## src/dct_pkg.sv

```systemverilog
// shared types and constants for the detection cluster table
package dct_pkg;
  localparam int MaxEntries = 16;
  localparam int FW = 18;
  localparam int DW = 40;
  localparam logic [39:0] ThrReset = 40'd1638400;
  localparam logic [15:0] MinRadReset = 16'd2;
  localparam logic [0:0] CfgThr = 1'b0;
  localparam logic [0:0] CfgMinRad = 1'b1;
  localparam logic [2:0] StMerged = 3'd0;
  localparam logic [2:0] StMatched = 3'd1;
  localparam logic [2:0] StInserted = 3'd2;
  localparam logic [2:0] StDropped = 3'd3;
  localparam logic [2:0] StEntry = 3'd4;
  localparam logic [2:0] StEmpty = 3'd5;

  typedef struct packed {
    logic              op;
    logic signed [17:0] px, py, pz, sx, sy, sz;
    logic [7:0]        ty;
  } item_t;

  function automatic logic signed [17:0] sat18(input logic signed [20:0] v);
    if (v > 21'sd131071) return 18'sd131071;
    if (v < -21'sd131072) return -18'sd131072;
    return v[17:0];
  endfunction

  function automatic logic [18:0] mag18(input logic signed [17:0] v);
    logic signed [18:0] e;
    e = 19'(v);
    return (v < 0) ? 19'(-e) : 19'(e);
  endfunction
endpackage

```

## src/dct_front.sv

```systemverilog
// input capture and item queue
module dct_front (
  input  logic           clk,
  input  logic           rst_n,
  input  logic           push,
  input  dct_pkg::item_t push_item,
  output logic           full,
  input  logic           pop,
  output logic           empty,
  output dct_pkg::item_t head
);
  import dct_pkg::*;
  item_t       q_r [2];
  logic        wp_r, rp_r;
  logic [1:0]  cnt_r;

  assign full  = (cnt_r == 2'd2);
  assign empty = (cnt_r == 2'd0);
  assign head  = q_r[rp_r];

  always_ff @(posedge clk) begin
    if (push) q_r[wp_r] <= push_item;
    if (!rst_n) begin
      wp_r <= 1'b0; rp_r <= 1'b0; cnt_r <= 2'd0;
    end else begin
      if (push) wp_r <= ~wp_r;
      if (pop) rp_r <= ~rp_r;
      cnt_r <= cnt_r + 2'(push) - 2'(pop);
    end
  end
endmodule

```

## config.mk

```make
export PLATFORM = sky130hd
export DESIGN_NAME = dct_front
export DESIGN_NICKNAME = d
export VERILOG_FILES = /design/src/dct_pkg.sv /design/src/dct_front.sv
export SDC_FILE = /design/constraint.sdc
export NUM_CORES = 1
export LEC_CHECK = 0
export BUFFER_PORTS_ARGS = -buffer_cell sky130_fd_sc_hd__buf_2
export CAP_MARGIN = 0
export CORE_ASPECT_RATIO = 0.6
export CORE_MARGIN = 5
export CORE_UTILIZATION = 51
export CTS_CLUSTER_DIAMETER = 60
export DETAILED_ROUTE_END_ITERATION = 8
export GPL_TIMING_DRIVEN = 1
export PLACE_DENSITY = 0.8
export SYNTH_ARGS = -nofsm -noshare
export SYNTH_HDL_FRONTEND = slang
export SYNTH_SLANG_ARGS = --single-unit
```

## constraint.sdc

```tcl
create_clock -name clk -period 6.86 [get_ports clk]
set_input_delay 0.343 -clock clk [delete_from_list [all_inputs] [get_ports clk]]
set_output_delay 0.343 -clock clk [all_outputs]
set_load 0.05 [all_outputs]
```

# Yosys cells after proc, flatten, opt, wreduce, memory -nomap -nowiden
# Memories as Yosys holds them, arrays and structs flattened. A register that Yosys moved wholly into a read port is not among the register bits.
# Index checks and enable logic that the tools add are counted.
totals:
  reg_bits: 4
  n_memories: 1
  ram_bits: 234
  input_bits: 121
  wordCells: 14
op_classes:
  eq_ne: 1
  bitwise_logic: 2
  n_mux: 4
  reduce_logical: 1
  add_sub_neg: 2
memory_table:
  columns: ["name", "depth", "word_bits", "rd", "rd_clocked_by_memory_dff", "wr", "line", "source"]
  rows:
  - ["q_r", 2, 117, 1, 1, 1, "dct_front.sv:13", "item_t q_r [2];"]
ops:
  columns: ["op", "count"]
  rows:
  - ["two-way mux 1 bit", 4]
  - ["adder 2 x 1 -> 2 bit", 1]
  - ["equality test 2 bit (second input constant)", 1]
  - ["zero test 2 bit", 1]
  - ["inverter 1 bit", 2]
  - ["subtractor 2 x 1 -> 2 bit", 1]

# Logic depth before layout (Yosys ltp)
# Gate-level depths: netlist of the first run.
depth:
  word_depth: 3
  mapped_depth: 6

# Worst setup path after synthesis of the first run
# OpenSTA, ideal clock, no wires.
synth_path:
  kind: "register to register"
  start: "register wp_r"
  end: "memory q_r[0][0] (netlist bit) (enable)"
  period_less_slack_ps: 6095
  required_time_ps: 6251
  path_slack_ps: 765
  arrival_ps: 5486
  path_stages_with_launch: 2
  path_cell_list: "dfxtp_1 -> nor2b_1"
synth_lines:
  columns: ["element", "line", "source"]
  rows:
  - ["start: declaration", "dct_front.sv:14", "logic wp_r, rp_r;"]
  - ["start signal: assignment", "dct_front.sv:26", "if (push) wp_r <= ~wp_r;"]
  - ["end: declaration", "dct_front.sv:13", null]
# No word-level cell before the write port.

==> impl_metrics.json, run 1 <==
{
  "synth_most_common_cell": "edfxtp_1",
  "routed_via_density": 5.066,
  "holdCritStartpoint": "push_item[71]",
  "worstSetupPathType": "reg2out",
  "final_hold_viol_count": 0,
  "worstPathArrival_ns": 2.96,
  "setup_viol": 0,
  "r2r_end": "q_r[1][110]",
  "via_count": 4483,
  "start_util_pct": 51.53,
  "ys_async_sr_fraction_pct": 0,
  "cts_max_level": 1,
  "syn_to_final_growth_pct": 24.49,
  "regToRegSetupSlack_ns": 4.59,
  "p_per_area_mw_per_mm2": 319.1,
  "routedWlPerCell_um": 19.81,
  "cts_setup_buffers": 0,
  "tns_ns": 0,
  "fin_nets": 762,
  "start_kind": "flip-flop",
  "clk_path_buf_depth": 3,
  "drt_wl_total_um": 17530,
  "holdWs_ns": 0.04232,
  "io_pins": 240,
  "cts_sinks": 239,
  "dp_hpwl_um": 11800,
  "holdPathStages": 1,
  "cap_viol_max_count": 0,
  "diodes": 0,
  "syn_area_mm2": 0.008778,
  "drv_slew": 0,
  "synth_top_cell_area_share_pct": 80.05,
  "min_to": "q_r[0][71]",
  "tritoncts": "done",
  "ir_worst_vdd_mv": 0.2423,
  "coreArea_mm2": 0.01704,
  "die_h_um": 111.6,
  "avgSynthCellArea_um2": 22.80,
  "synth.net_count": 508,
  "row_count": 37,
  "drt_iter0_markers": 279,
  "leakagePower_nw": 4.165,
  "ys_warn_count": 0,
  "drc": 0,
  "cts_resized": 0,
  "outcome": "complete, no violations",
  "antenna_found_initial": 2,
  "synth_common_cells": "234 x edfxtp_1, 87 x mux2_2, 30 x mux2_4",
  "synth_ff_type": "edfxtp_1",
  "required_ns": 6.52,
  "clkTransAtPathRegs_ns": 0.06,
  "reg2reg_depth": 2,
  "rsz0062_at_grt": "false",
  "cpMaxStageDelayCell": "buf_4",
  "finalClockSkew_ns": 0.006966,
  "crit_fanout": 74,
  "worst_slew_pin_slew_ns": 1.048,
  "seq_area_frac_synth_pct": 81.19,
  "synth.distinct_cells": 14,
  "path_cells": "buf_4 > mux2_2 > buf_2",
  "dieArea_mm2": 0.02002,
  "period_share_pct": 48.20,
  "grt_use_total_pct": 17.28,
  "syn_inst": 385,
  "cts_hold_buffers": 0,
  "dr.pass1.iters": 4,
  "yosysTopAreaCell": "edfxtp_1",
  "critPathMaxStageDelay_ns": 0.85,
  "clock.fmax_ghz": 0.3024,
  "synth_seq_cells": 239,
  "grt_pass1_vias": 5057,
  "place_congestion": 0.7928,
  "ant_nets": 0,
  "finalCriticalPeriod_ns": 3.307,
  "cts_inserted_buffers": 22,
  "grt_pass1_wl_um": 27070,
  "insertion_delay_ns": 0.49,
  "r2r-start": "wp_r",
  "synth-edff-count": 234,
  "numPortBuffers": 239,
  "die_width_um": 179.4,
  "grt_max_degree": 75,
  "cts_root_buf": "clkbuf_16",
  "hold_path.class": "in2reg",
  "grt_overflow": 0,
  "synth_area_leaders": "edfxtp_1 80%, mux2_2 11%, mux2_4 5.1%",
  "drive_gt1_share_pct": 60.22,
  "slew_headroom_pct": 30.12,
  "critPathCaptureType": "output pin"
}
where the power goes:
part | total (W) | leakage (nW) | switching (W) | internal (W)
sequential | 0.00172 | 2.24 | 0.0000314 | 0.00169
clock | 0.00120 | 0.344 | 0.000484 | 0.000720
combinational | 0.000563 | 1.58 | 0.000395 | 0.000168
total | 0.00349 | 4.17 | 0.000910 | 0.00258
registers in the layout, summed over array words and instances (netlist names), named ones only:
name   count
rp_r       1
q_r      234
cnt_r      2
wp_r       1
routing by layer:
metal / GRT usage [%] / part of all wire (%) / vias up
li1: - / - / 2035
met1: 22.12 / 41 / 2224
met2: 28.77 / 47 / 194
met3: 6.040 / 10 / 26
met4: 3.854 / 1.8 / 4
met5: 0 / 0.12 / -
area by class of cell:
cell class                      count  area [µm²]
Clock buffer                       26       586.8
Clock inverter                     10       126.4
Fill cell                        1215        6108
Inverter                            2       7.507
Multi-Input combinational cell    131        1558
Sequential cell                   239        7131
Tap cell                          234       292.8
Timing Repair Buffer              243        1226
worst max-delay path by stage:
stage | to | slack, ns | depth (start not counted)
floorplan | q_r[0][0] | 0.77 | 1
global placement | head[14] | 4.07 | 3
detailed placement | head[11] | 4.04 | 3
CTS | head[11] | 3.52 | 3
global route | head[59] | 3.44 | 3
finish | head[59] | 3.55 | 3
cell usage in the layout, fill, tap and decap left out:
cell and n:
and2_4 1, dfxtp_4 1, clkbuf_1 3, clkinv_4 1, clkinvlp_4 1, clkbuf_16 23
buf_2 239, o21a_1 1, ha_1 2, xor2_1 1, xnor3_1 1, clkinv_1 4
edfxtp_1 234, bufinv_16 3, mux2_2 87, and2_1 3, nor2b_1 3, mux2_4 30
nor2b_4 1, buf_4 4, clkinv_2 1, dfxtp_1 4, nor2_1 1, inv_1 2
metrics by stage:
| step | area [µm²] | std cells | utilization, % | total power (W) | setup WS (ns) |
|---|---|---|---|---|---|
| final | 10930 | 885 | 64.15 | 0.003488 | 3.553 |
| after global routing | 10930 | 885 | 64.15 | 0.003619 | 3.442 |
| after CTS | 10930 | 885 | 64.15 | 0.003526 | 3.517 |
| after detailed placement | 10210 | 849 | 59.96 | 0.002319 | 4.044 |
| after global placement | 10210 | 849 | 59.96 | 0.002302 | 4.075 |
| after floorplan | 8778 | 385 | - | 0.002181 | 0.7652 |
cell families (layout without fill, tap and decap cells):
logic type,Yosys count,count (layout),synth area share [%]
DFF,239,239,81.19
and+or+nand+nor,9,9,0.6128
AOI/OAI and AO/OA,1,1,0.08555
buffers and inverters,15,281,1.183
muxes,117,117,16.29
xor gates and xnor gates,2,2,0.3563
adders and majority gates,2,2,0.2850
worst max-delay path: cells and delay by family, from the launching register on:
family   cells  cell delay [ns]
flops        1             0.79
buf+inv      2             1.07
mux          1             0.44
Power figures use the tool's default switching activity.
==> run 2: changes to the inputs <==
Settings changed: CORE_UTILIZATION 51 to 47, PLACE_DENSITY 0.8 to 0.78.
Clock period 6.86 ns to 2.8 ns, I/O delays scaled along.
==> run 2 against run 1 <==
Sequential share of layout area down 6.6 points; worst setup slack got worse by 2.7 ns; critical endpoint is now head[116]; final area is 11% higher; register-to-register slack worse by 3.4 ns; first-iteration DRC count increased by 6.1%; wire length is 11% higher; critical path type unchanged.
==> impl_metrics.json, run 2 (same netlist as run 1, synthesis figures left out) <==
{
  "cts_setup_buffers": 0,
  "syn_to_final_growth_pct": 38.38,
  "leakagePower_nw": 4.671,
  "worstSetupPathType": "reg2out",
  "critPathCaptureType": "output pin",
  "holdPathStages": 3,
  "largest_register_ffs": 234,
  "min_to": "wp_r",
  "cts_inserted_buffers": 22,
  "fin_nets": 885,
  "cap_viol_max_count": 0,
  "drive_gt1_share_pct": 50.64,
  "tritoncts": "done",
  "die_width_um": 186.4,
  "r2r_end": "q_r[1][81]",
  "cts_max_level": 1,
  "grt_max_degree": 86,
  "via_count": 4925,
  "largestRegisters": "q_r (234), cnt_r (2)",
  "grt_pass1_vias": 5473,
  "routed_via_density": 4.843,
  "tns_ns": 0,
  "r2r-start": "wp_r",
  "fillers": 1171,
  "drt_iter0_markers": 296,
  "grt_pass1_wl_um": 30420,
  "row_count": 38,
  "cts_root_buf": "clkbuf_16",
  "hold_path.class": "in2reg",
  "finalCriticalPeriod_ns": 1.980,
  "grt_overflow": 0,
  "ir_worst_vdd_mv": 0.4919,
  "cts_resized": 0,
  "drc": 0,
  "swShare_pct": 26.83,
  "cp_top_family": "buffers and inverters",
  "ant_nets": 0,
  "clock.fmax_ghz": 0.5050,
  "insertion_delay_ns": 0.48,
  "worst_slew_pin_slew_ns": 0.5170,
  "regToRegSetupSlack_ns": 1.21,
  "worstPathArrival_ns": 1.84,
  "grt_use_total_pct": 17.82,
  "p_comb_share_pct": 18.5,
  "path_cells": "buf_12 > mux2_2 > buf_2",
  "crit_buf_inv": 2,
  "drt_wl_total_um": 19520,
  "dieArea_mm2": 0.02160,
  "cts_hold_buffers": 120,
  "p_int_w": 0.006205,
  "reg2reg_depth": 2,
  "die_h_um": 115.9,
  "antenna_found_initial": 1,
  "start_kind": "flip-flop",
  "p_sw_w": 0.002276,
  "layout_common_cells": "239 x buf_2, 234 x edfxtp_1, 120 x dlygate4sd3_1",
  "clk_path_buf_depth": 3,
  "required_ns": 2.66,
  "setup_viol": 0,
  "timing.final.ws_setup_ns": 0.8198,
  "cts_sinks": 239,
  "largest_register": "q_r",
  "outcome": "complete, no violations",
  "slew_headroom_pct": 65.53,
  "holdCritStartpoint": "push",
  "dp_hpwl_um": 12140,
  "routedWlPerCell_um": 19.19,
  "place_congestion": 0.7954,
  "finalClockSkew_ns": 0.006966,
  "power_frac_clock_pct": 32.1,
  "dp_slack_ns": 1.228,
  "p_per_area_mw_per_mm2": 698.1,
  "final_hold_viol_count": 0,
  "holdWs_ns": 0.03812,
  "seqPwrFrac_pct": 49.4,
  "rsz0062_at_grt": "false",
  "dr.pass1.iters": 4,
  "crit_fanout": 57,
  "drv_slew": 0,
  "cpMaxStageDelayCell": "mux2_2",
  "coreArea_mm2": 0.01821,
  "start_util_pct": 48.21,
  "period_share_pct": 70.72,
  "io_pins": 240,
  "critPathMaxStageDelay_ns": 0.39,
  "clkTransAtPathRegs_ns": 0.07,
  "layout_commonest_cell": "buf_2",
  "numPortBuffers": 239
}
run 2: routing by layer:
metal  part of all wire, %  wire, µm  GRT usage (%)
met1                    40      7875          21.98
met2                    49      9656          31.44
met3                   8.3      1611          5.659
met4                   1.9       378          3.861
met5                     0         0              0
run 2: layout make-up:
type                       instances  area, µm²  share of cell area (%)
clock buffer                      32      619.3                   5.098
tap                              240      300.3                   2.472
antenna                            1      2.502                 0.02060
clock inverter                     6      30.03                  0.2472
timing repair buffer             366       2500                   20.58
inverter                           2      7.507                 0.06180
sequential                       239       7131                   58.70
multi-input combinational        131       1558                   12.82
run 2: stage by stage:
stage	cells	total power (W)	utilization, %	area [µm²]
2_1_floorplan	385	0.005327	-	8787
3_3_place_gp	858	0.005654	56.53	10290
3_5_place_dp	858	0.005697	56.53	10290
4_1_cts	1016	0.008540	66.70	12150
5_1_grt	1017	0.008788	66.71	12150
6_report	1017	0.008481	66.71	12150
run 2: worst max-delay path by stage:
stage                         start    endpoint  cells after the start
after floorplan                wp_r   q_r[0][0]                      1
after global placement         wp_r  q_r[1][85]                      2
after detailed placement       wp_r  q_r[1][85]                      2
after CTS                 flip-flop     head[5]                      3
after global routing      flip-flop    head[26]                      3
final                     flip-flop   head[116]                      3
run 2: power by group through the flow:
| stage | Clock, W | Combinational (W) | Sequential, W |
|---|---|---|---|
| 3_5_place_dp | 0 | 0.00143 | 0.00427 |
| 3_3_place_gp | 0 | 0.00140 | 0.00425 |
| 6_report | 0.00272 | 0.00157 | 0.00419 |
| 4_1_cts | 0.00278 | 0.00157 | 0.00419 |
| 2_1_floorplan | 0 | 0.00108 | 0.00425 |
| 5_1_grt | 0.00294 | 0.00165 | 0.00420 |
run 2: worst reg2reg max path: stages (launching register included):
cell	delay, ns
dfxtp_1	0.41
and2_4	0.41
buf_4	0.42
==> run 3: changes to the inputs <==
Settings changed: ABC_AREA from default to 1.
Clock period 2.8 ns to 1.7 ns, I/O delays scaled along.
==> run 3 against run 2 <==
The flow now finishes with violations (negative setup slack); flip-flop and latch count unchanged; cell count increased by 2.6%; sequential power increased by 65%; largest cell class unchanged; first-iteration DRC count rose by 41%.
==> impl_metrics.json, run 3 <==
{
  "crit_fanout": 8,
  "placed_cell_area_mm2": 0.01032,
  "timing.final.ws_setup_ns": -0.1602,
  "drv_slew": 0,
  "outcome": "finished, violations left",
  "critPathCaptureType": "output pin",
  "die_h_um": 115.9,
  "start_kind": "flip-flop",
  "holdCritStartpoint": "push_item[89]",
  "largestRegisters": "q_r (234), cnt_r (2)",
  "layout_commonest_cell": "edfxtp_1",
  "rsz0062_at_grt": "true",
  "fillers": 1067,
  "holdPathStages": 2,
  "stdcell_area_mm2": 0.01305,
  "syn_to_final_growth_pct": 48.67,
  "die_width_um": 186.4,
  "synth-edff-count": 234,
  "tns_ns": -11.22,
  "routed_via_density": 5.005,
  "dieArea_mm2": 0.02160,
  "seqPwrFrac_pct": 47.2,
  "cp_top_family": "buffers and inverters",
  "path_cells": "buf_4 > clkbuf_16 > mux2_2 > buf_6",
  "worst_slew_pin_slew_ns": 0.4131,
  "grt_pass1_wl_um": 32780,
  "slew_headroom_pct": 72.46,
  "min_to": "q_r[0][89]",
  "leakagePower_nw": 5.082,
  "worstSetupPathType": "reg2out",
  "r2r_end": "cnt_r[1]",
  "holdWs_ns": 0.3256,
  "yosysTopAreaCell": "edfxtp_1",
  "synth.net_count": 520,
  "place_congestion": 0.8713,
  "layout_common_cells": "234 x edfxtp_1, 157 x buf_2, 120 x dlygate4sd3_1",
  "synth_common_cells": "234 x edfxtp_1, 87 x mux2_2, 30 x mux2_4",
  "io_pins": 240,
  "ir_worst_vdd_mv": 0.8922,
  "cpMaxStageDelayCell": "dfxtp_4",
  "diodes": 0,
  "synth_top_cell_area_share_pct": 80.05,
  "period_share_pct": 109.4,
  "synth.distinct_cells": 12,
  "seq_area_frac_synth_pct": 81.19,
  "fin_nets": 910,
  "cts_inserted_buffers": 22,
  "drt_wl_total_um": 22440,
  "ys_async_sr_fraction_pct": 0,
  "p_comb_share_pct": 18.5,
  "p_per_area_mw_per_mm2": 1124,
  "p_int_w": 0.01094,
  "finalClockSkew_ns": 0.008661,
  "clock.fmax_ghz": 0.5376,
  "final_hold_viol_count": 0,
  "synth_area_leaders": "edfxtp_1 80%, mux2_2 11%, mux2_4 5.1%",
  "cts_root_buf": "clkbuf_16",
  "drc": 0,
  "r2r-start": "cnt_r[0]",
  "dr.pass1.iters": 5,
  "via_count": 5220,
  "dp_slack_ns": 0.2527,
  "antenna_found_initial": 0,
  "power_frac_clock_pct": 34.3,
  "drt_iter0_markers": 416,
  "syn_inst": 397,
  "finalCriticalPeriod_ns": 1.860,
  "numPortBuffers": 239,
  "coreArea_mm2": 0.01821,
  "critPathMaxStageDelay_ns": 0.41,
  "synth_ff_type": "edfxtp_1",
  "grt_max_degree": 73,
  "cap_viol_max_count": 0,
  "regToRegSetupSlack_ns": 0.33,
  "row_count": 38,
  "routedWlPerCell_um": 21.51,
  "reg2reg_depth": 8,
  "avgSynthCellArea_um2": 22.11,
  "grt_use_total_pct": 19.30,
  "ant_nets": 0,
  "synth_seq_cells": 239,
  "largest_register_ffs": 234,
  "drive_gt1_share_pct": 51.43,
  "start_util_pct": 48.21,
  "clkTransAtPathRegs_ns": 0.07,
  "violations": "negative setup slack",
  "required_ns": 1.62,
  "insertion_delay_ns": 0.49,
  "hold_path.class": "in2reg",
  "grt_pass1_vias": 5680,
  "p_sw_w": 0.003734,
  "tritoncts": "done",
  "grt_overflow": 0,
  "ys_warn_count": 0,
  "dp_hpwl_um": 11960,
  "worstPathArrival_ns": 1.78,
  "synth_most_common_cell": "edfxtp_1",
  "clk_path_buf_depth": 3,
  "crit_buf_inv": 3,
  "cts_sinks": 239,
  "swShare_pct": 25.45,
  "largest_register": "q_r",
  "setup_viol": 117,
  "cts_max_level": 1,
  "syn_area_mm2": 0.008778
}
run 3: cell types whose count changed after synthesis, sizes merged:
| cell | change |
|---|---|
| o21a | -1 |
| nand3 | +1 |
| nand2 | +8 |
| xnor3 | -1 |
| xor2 | -1 |
| nor2 | +8 |
| a21oi | +1 |
| nor2b | -4 |
| and2 | -4 |
| inv | +5 |
run 3: routing by layer:
| metal | vias up | global-route usage [%] | part of all wire (%) |
|---|---|---|---|
| met4 | 0 | 3.812 | 1.6 |
| met3 | 22 | 5.750 | 9.3 |
| li1 | 2344 | - | - |
| met1 | 2568 | 25.12 | 40 |
| met2 | 286 | 32.97 | 49 |
| met5 | - | 0 | 0 |
run 3: how the worst max path moves through the flow:
stage                   start  cells after the start         to  slack, ns
floorplan                wp_r                      2  q_r[1][0]      -0.82
global placement    flip-flop                      3   head[37]       0.32
detailed placement  flip-flop                      3   head[41]       0.25
CTS                 flip-flop                      3    head[5]      -0.18
global route        flip-flop                      4  head[116]      -0.22
finish              flip-flop                      4   head[78]      -0.16
run 3: logic make-up after synthesis:
logic type | synth area share [%]
flip-flops | 81.19
AND/OR/NAND/NOR | 0.7839
adder cells (fa/ha/maj) | 0.2850
AO/OA/AOI/OAI | 0.05696
multiplexers | 16.29
buffers and inverters | 1.397
run 3: through the flow:
stage | utilization (%) | power, W | instances
after global routing | 71.67 | 0.01520 | 1043
after detailed placement | 56.70 | 0.009111 | 870
after CTS | 70.16 | 0.01463 | 1033
after floorplan | - | 0.008544 | 397
after global placement | 56.70 | 0.009050 | 870
final | 71.67 | 0.01467 | 1043
run 3: layout make-up:
type | instances | area [µm²] | share of cell area (%)
sequential | 239 | 7132 | 54.64
timing repair buffer | 379 | 3251 | 24.91
multi-input combinational | 138 | 1595 | 12.22
clock buffer | 31 | 625.6 | 4.793
tap | 240 | 300.3 | 2.301
clock inverter | 9 | 117.6 | 0.9012
inverter | 7 | 30.03 | 0.2301
run 3: repair_timing:
item,in CTS,in global routing
endpoints found under the hold margin,239,0
hold buffers,120,0
gates cloned,1,8
setup buffers,2,2
setup endpoints to repair,117,117
resized for setup,148,33
run 3: power by group through the flow:
stage,Sequential [W],Clock [W],Combinational (W)
2_1_floorplan,0.00701,0,0.00153
4_1_cts,0.00692,0.00515,0.00256
3_5_place_dp,0.00703,0,0.00208
3_3_place_gp,0.00702,0,0.00203
6_report,0.00693,0.00503,0.00271
5_1_grt,0.00694,0.00543,0.00283
